--- config.mk ---
export PLATFORM = sky130hd
export DESIGN_NAME = dssa_ctrl
export DESIGN_NICKNAME = d
export VERILOG_FILES = /design/src/rtl/dual_stack_shared_array_assert.svh /design/src/rtl/dssa_pkg.sv /design/src/rtl/dssa_ctrl.sv
export SDC_FILE = /design/constraint.sdc
export NUM_CORES = 1
export LEC_CHECK = 0
export ABC_CLOCK_PERIOD_IN_PS = 1400
export BUFFER_PORTS_ARGS = -buffer_cell sky130_fd_sc_hd__buf_2
export CAP_MARGIN = 20
export CORE_AREA = 2 2 39 41
export CTS_CLUSTER_DIAMETER = 30
export DETAILED_ROUTE_END_ITERATION = 10
export DIE_AREA = 0 0 41 43
export GPL_ROUTABILITY_DRIVEN = 0
export PLACE_DENSITY = 0.63
export SYNTH_ARGS = -nofsm -noshare
export SYNTH_HDL_FRONTEND = slang
export SYNTH_SLANG_ARGS = --single-unit
--- constraint.sdc ---
create_clock -name i_clk -period 1.4 [get_ports i_clk]
set_input_delay 0.14 -clock i_clk [delete_from_list [all_inputs] [get_ports i_clk]]
set_output_delay 0.14 -clock i_clk [all_outputs]
set_load 0.005 [all_outputs]
--- src/rtl/dual_stack_shared_array_assert.svh ---
// Assertion macros for the dual stack block
`ifndef DUAL_STACK_SHARED_ARRAY_ASSERT_SVH
`define DUAL_STACK_SHARED_ARRAY_ASSERT_SVH

// Same-cycle implication, checked out of reset
`define DSSA_ASSERT_NOW(label, ante, cons, msg) \
    label: assert property (@(posedge i_clk) disable iff (!i_rst_n) \
        (ante) |-> (cons)) else $error(msg);

// Next-cycle implication, checked out of reset
`define DSSA_ASSERT_NEXT(label, ante, cons, msg) \
    label: assert property (@(posedge i_clk) disable iff (!i_rst_n) \
        (ante) |=> (cons)) else $error(msg);

`endif

--- src/rtl/dssa_pkg.sv ---
package dssa_pkg;

    // Store geometry
    localparam int DEPTH = 256;
    localparam int AW    = $clog2(DEPTH);
    localparam int CW    = AW + 1;
    localparam int DW    = 32;

    // Operation codes
    localparam logic [2:0] OP_PUSH   = 3'd0;
    localparam logic [2:0] OP_POP    = 3'd1;
    localparam logic [2:0] OP_PEEK   = 3'd2;
    localparam logic [2:0] OP_SEARCH = 3'd3;
    localparam logic [2:0] OP_CLEAR  = 3'd4;

    // Result status codes
    localparam logic [1:0] ST_OK       = 2'd0;
    localparam logic [1:0] ST_FULL     = 2'd1;
    localparam logic [1:0] ST_EMPTY    = 2'd2;
    localparam logic [1:0] ST_NOTFOUND = 2'd3;

    // Input beat
    typedef struct packed {
        logic [2:0]           operation;
        logic                 which_stack;
        logic signed [DW-1:0] value;
    } t_cmd;

    // Result beat
    typedef struct packed {
        logic [1:0]           status;
        logic signed [DW-1:0] data;
        logic [AW-1:0]        found_slot;
        logic [CW-1:0]        count_up;
        logic [CW-1:0]        count_down;
    } t_result;

    // Controller to datapath
    typedef struct packed {
        logic       latch;
        logic       push_wr;
        logic       rd_top;
        logic       scan_first;
        logic       scan_next;
        logic       pop_dec;
        logic       clr_all;
        logic       finish;
        logic [1:0] fin_status;
        logic       take_data;
        logic       take_slot;
    } t_ctrl_cmd;

    // Datapath to controller
    typedef struct packed {
        logic [2:0] op;
        logic       full;
        logic       empty;
        logic       match;
        logic       last;
    } t_dp_stat;

endpackage

--- src/rtl/dssa_ctrl.sv ---
module dssa_ctrl
    import dssa_pkg::*;
(
    input  logic      i_clk,
    input  logic      i_rst_n,
    input  logic      i_start,
    input  t_dp_stat  i_stat,
    output logic      o_busy,
    output t_ctrl_cmd o_cmd
);

    typedef enum logic [3:0] {
        S_IDLE = 4'b0001,
        S_EXEC = 4'b0010,
        S_READ = 4'b0100,
        S_SCAN = 4'b1000
    } t_state;

    t_state r_state;
    t_state n_state;

    // Sequencer
    always_comb begin
        n_state = r_state;
        o_cmd   = '0;
        o_cmd.fin_status = ST_OK;
        unique case (r_state)
            S_IDLE: begin
                if (i_start) begin
                    o_cmd.latch = 1'b1;
                    n_state     = S_EXEC;
                end
            end
            S_EXEC: begin
                n_state = S_IDLE;
                unique case (i_stat.op)
                    OP_PUSH: begin
                        o_cmd.finish = 1'b1;
                        if (i_stat.full) begin
                            o_cmd.fin_status = ST_FULL;
                        end else begin
                            o_cmd.push_wr = 1'b1;
                        end
                    end
                    OP_POP, OP_PEEK: begin
                        if (i_stat.empty) begin
                            o_cmd.finish     = 1'b1;
                            o_cmd.fin_status = ST_EMPTY;
                        end else begin
                            o_cmd.rd_top = 1'b1;
                            n_state      = S_READ;
                        end
                    end
                    OP_SEARCH: begin
                        if (i_stat.empty) begin
                            o_cmd.finish     = 1'b1;
                            o_cmd.fin_status = ST_NOTFOUND;
                        end else begin
                            o_cmd.scan_first = 1'b1;
                            n_state          = S_SCAN;
                        end
                    end
                    OP_CLEAR: begin
                        o_cmd.clr_all = 1'b1;
                        o_cmd.finish  = 1'b1;
                    end
                    default: begin
                        // unused codes: plain OK, nothing changes
                        o_cmd.finish = 1'b1;
                    end
                endcase
            end
            S_READ: begin
                o_cmd.finish    = 1'b1;
                o_cmd.take_data = 1'b1;
                o_cmd.pop_dec   = (i_stat.op == OP_POP);
                n_state         = S_IDLE;
            end
            S_SCAN: begin
                priority if (i_stat.match) begin
                    o_cmd.finish    = 1'b1;
                    o_cmd.take_slot = 1'b1;
                    n_state         = S_IDLE;
                end else if (i_stat.last) begin
                    o_cmd.finish     = 1'b1;
                    o_cmd.fin_status = ST_NOTFOUND;
                    n_state          = S_IDLE;
                end else begin
                    o_cmd.scan_next = 1'b1;
                end
            end
            default: begin
                n_state = S_IDLE;
            end
        endcase
    end

    always_ff @(posedge i_clk) begin
        if (!i_rst_n) begin
            r_state <= S_IDLE;
        end else begin
            r_state <= n_state;
        end
    end

    assign o_busy = (r_state != S_IDLE);

endmodule

# Yosys cells after proc, flatten, opt, wreduce, memory -nomap -nowiden
# Cells that the tools add are included.
# op_classes
n_eq_ne,11
mux,34
n_reduce_logical,3
# ops
op,count
2-to-1 mux 1 bit,18
2-to-1 mux 4 bit,4
2-to-1 mux 3 bit,5
case mux 4 bit (3 select lines),1
case mux 4 bit (2 select lines),1
equality test 3 x 2 -> 1 bit (second input constant),2
case mux 2 bit (3 select lines),1
equality test 4 x 1 -> 1 bit (second input constant),1
equality test 4 x 2 -> 1 bit (second input constant),1
equality test 4 x 3 -> 1 bit (second input constant),1
equality test 4 bit (second input constant),1
inequality test 4 x 1 -> 1 bit (second input constant),1
case mux 2 bit (2 select lines),1
equality test 3 x 1 -> 1 bit (second input constant),1
equality test 3 bit (second input constant),1
logical NOT 3 bit,1
inequality test 3 bit (second input constant),1
case mux 1 bit (3 select lines),1
2-to-1 mux 2 bit,1
inequality test 2 bit (second input constant),1
case mux 1 bit (2 select lines),1
AND reduction 2 bit,1
OR reduction 2 bit,1
# word_totals
regBits,4
in_bits,10

# Depth between registers and ports, before layout
# logic_depth
depth_word,4
ltp_mapped,4

# Worst setup path after synthesis
# No wires, ideal clock.
# synth_path
kind,register to register
start,register r_state[0]
end,register r_state[0]
t_arrival_ns,1.304
required_time_ns,1.280
path_slack_ns,-0.024
path_stages_with_launch,5
n_path_buf,0
period_less_slack_ns,1.424
path_cell_list,dfxtp_1 > or4b_4 > nor3_4 > a211oi_1 > or2_1
# synth_between
elab_chain_cells,3
elab_cells_between_ends,7
# synth_lines
element,line_no,source
start: declaration,dssa_ctrl.sv:19,t_state r_state;
start signal: assignment,dssa_ctrl.sv:102,r_state <= n_state;
equality test 4 bit or equality test 4 x 1 -> 1 bit (tied branches),dssa_ctrl.sv:27,unique case (r_state)
inequality test 3 bit (no source line) or inequality test 2 bit (tied branches),--,
AND reduction 2 bit (no source line),--,
# Parallel ways exist; a longest one is shown, timed or not.
# A chain may end at the register's enable or synchronous reset.

==> impl_metrics.toml <==
[clocking]
cts_sinks = 4
cts-htree-levels = 1
cts_buffers = 3
clkTransAtPathRegs_ns = 0.03
tritoncts = "done"
clock_latency_ns = 0.24
clockBufferDepth = 2
cts_root_buf = "clkbuf_4"

[route]
finalWirelength_mm = 1.02
vias_per_cell = 4.70
drtIter0Drc = 2
drcViolationCount = 0
wire_per_inst_um = 10.7
ant_nets = 0
vias = 451
drt-pass1-iter-count = 2

[global_route]
gr-usage-met2_pct = 20.6
gr-usage-met3_pct = 1.57
grt_pass1_wl_mm = 1.51
antenna_found_initial = 0
track_usage_pct = 13.0
grtUsageMet1_pct = 14.5
overflow = 0
top_usage_layer = "met2"
grt_max_degree = 8
first_global_vias = 423

[floorplanning]
num_rows = 14
die_w_um = 41
core_area_um2 = 1380
die_area_um2 = 1760
start_util_pct = 24.5
boundaryPins = 23
die_y_um = 43

[yosys]
synth_top_area_cell = "dfxtp_1"
yosysSeqAreaShare_pct = 23.6
syn_inst = 45
ys_types = 20
avgSynthCellArea_um2 = 7.54
synth_area_um2 = 339
ys_seq_elements = 4
synth_edf_count = 0
synth_ff_type = "dfxtp_1"
synthArstFlopShare_pct = 0
yosysWarnings = 0
yosysTopAreaCellShare_pct = 23.6
syn_nets = 55
synth_area_leaders = "dfxtp_1 (24%), and3_1 (7.4%), nand2b_1 (7.4%)"

[run_status]
violations = "setup timing"
status = "finished, violations left"

[pwr]
clockPowerShare_pct = 40.5
power_frac_comb_pct = 25.7
p_leak_nw = 0.311
sw_frac_of_total_pct = 28.5
intPower_mw = 0.264
power_mw = 0.369
pwr-share-seq_pct = 33.8
switching_power_mw = 0.105
p_per_area_nw_per_um2 = 577
ir_drop_uv = 370

[finish]
largest_registers = "r_state (4)"
layoutNonFillerInstCount = 96
drive_gt1_share_pct = 62.5
largest_reg_flops = 4
fin_util_pct = 46.3
regMostFlops = "r_state"
nets = 92
diodes = 0
area_growth_syn_to_layout_pct = 88.9

[timing]
finalSetupViolCount = 12
finClkSkew_ns = 0.00836
hold_viol = 0
setup_ws_ns = -0.245
slew_violations = 0
worst_slew_pin_slew_ns = 0.392
period_share_pct = 117
slew_headroom_pct = 73.5
holdWs_ns = 0.159
period_minus_slack_ns = 1.64
rsz0062_at_grt = "true"
max_freq_mhz = 608

[critical_path]
reg2reg_setup_slack_ns = -0.14
reg2reg_to = "r_state[0]"
startpoint = "r_state[1]"
rr_worst_depth = 5
required_ns = 1.26
cp.arrival_ns = 1.50
worst_setup_path_start_kind = "flip-flop"
crit_path_end_kind = "output port"
crit_fanout = 4
r2r-start = "r_state[1]"
criticalPathCategory = "reg2out"
crit_path_end = "o_cmd[3]"

[run]
drv_cap = 0

[min_path]
hold_path_class = "in2reg"

[placed_design]
io_buffers = 22
placed_cells = 90
dp_hpwl_um = 771
==> through the flow <==
stage          instance area (µm²)  TNS [ns]  worst slack, ns
6_report                       641     -1.78           -0.245
5_1_grt                        641     -2.72           -0.301
4_1_cts                        604     -1.91           -0.261
3_5_place_dp                   522    -0.375          -0.0775
3_3_place_gp                   522   -0.0362          -0.0194
2_1_floorplan                  339   -0.0244          -0.0244
==> worst min-delay path by stage <==
stage,cells after the start,slack (ns),from,end
after floorplan,1,0.26,i_rst_n,r_state[2]
after global placement,2,0.39,i_rst_n,r_state[2]
after detailed placement,2,0.40,i_rst_n,r_state[2]
after CTS,2,0.15,i_rst_n,r_state[2]
after global routing,2,0.17,i_start,r_state[1]
final,2,0.16,i_rst_n,r_state[2]
==> kinds of logic after synthesis <==
group                  Yosys count  share of synthesized area, %
XOR/XNOR                         1                          2.58
AND/OR/NAND/NOR                 29                          56.1
AO/OA/AOI/OAI                    9                          15.5
buffers and inverters            2                          2.21
flip-flops                       4                          23.6
==> power by group through the flow <==
stage | Sequential [mW] | Combinational, mW | Clock [mW]
after floorplan | 0.127 | 0.0339 | 0
after CTS | 0.127 | 0.0926 | 0.153
after global routing | 0.126 | 0.105 | 0.156
final | 0.125 | 0.0949 | 0.150
after global placement | 0.126 | 0.0868 | 0
after detailed placement | 0.127 | 0.0878 | 0
==> critical path, cell delays in order, from the launching register on <==
cell	delay, ns
dfxtp_2	0.32
or4b_4	0.57
nor2_2	0.10
nand2_1	0.07
o21ai_0	0.08
buf_2	0.14
==> cell usage after synthesis, types with 2 or more instances <==
| master | number |
|---|---|
| nor3_1 | 2 |
| and2_1 | 2 |
| nand2b_1 | 4 |
| and3_1 | 4 |
| nor4b_1 | 2 |
| nor2_1 | 6 |
| inv_1 | 2 |
| dfxtp_1 | 4 |
| a21oi_1 | 2 |
| nor3_2 | 2 |
| o21ai_0 | 5 |
| nand2_1 | 2 |
==> placed cells by master, fill, tap and decap left out, drive strengths merged, types with 3 or more instances in the layout <==
master,netlist,layout
nor2,6,6
dfxtp,4,4
nor3,5,5
o21ai,5,5
nand2b,4,4
clkbuf,0,3
buf,0,32
and3,4,4
==> layout make-up <==
class | instances | area (µm²)
fill | 144 | 743
inverter | 2 | 7.51
clock buffer | 3 | 22.5
timing repair buffer | 32 | 206
sequential | 4 | 87.6
multi-input combinational | 39 | 297
tap | 16 | 20.0
==> layer usage <==
| layer | routed length [µm] | part of all wire, % | up-vias |
|---|---|---|---|
| met5 | 0 | 0 | - |
| met2 | 562 | 55 | 12 |
| met3 | 37 | 3.6 | 2 |
| met1 | 400 | 39 | 205 |
| met4 | 22 | 2.2 | 0 |
| li1 | - | - | 232 |
==> repair_timing <==
item                                    CTS  global route
hold buffers                              0             0
buffers inserted                          3             0
cloned                                    0             0
gates resized for setup                  11             8
endpoints found under the setup margin   14            14
pin swaps                                 2             5
(Power assumes the default switching activity.)
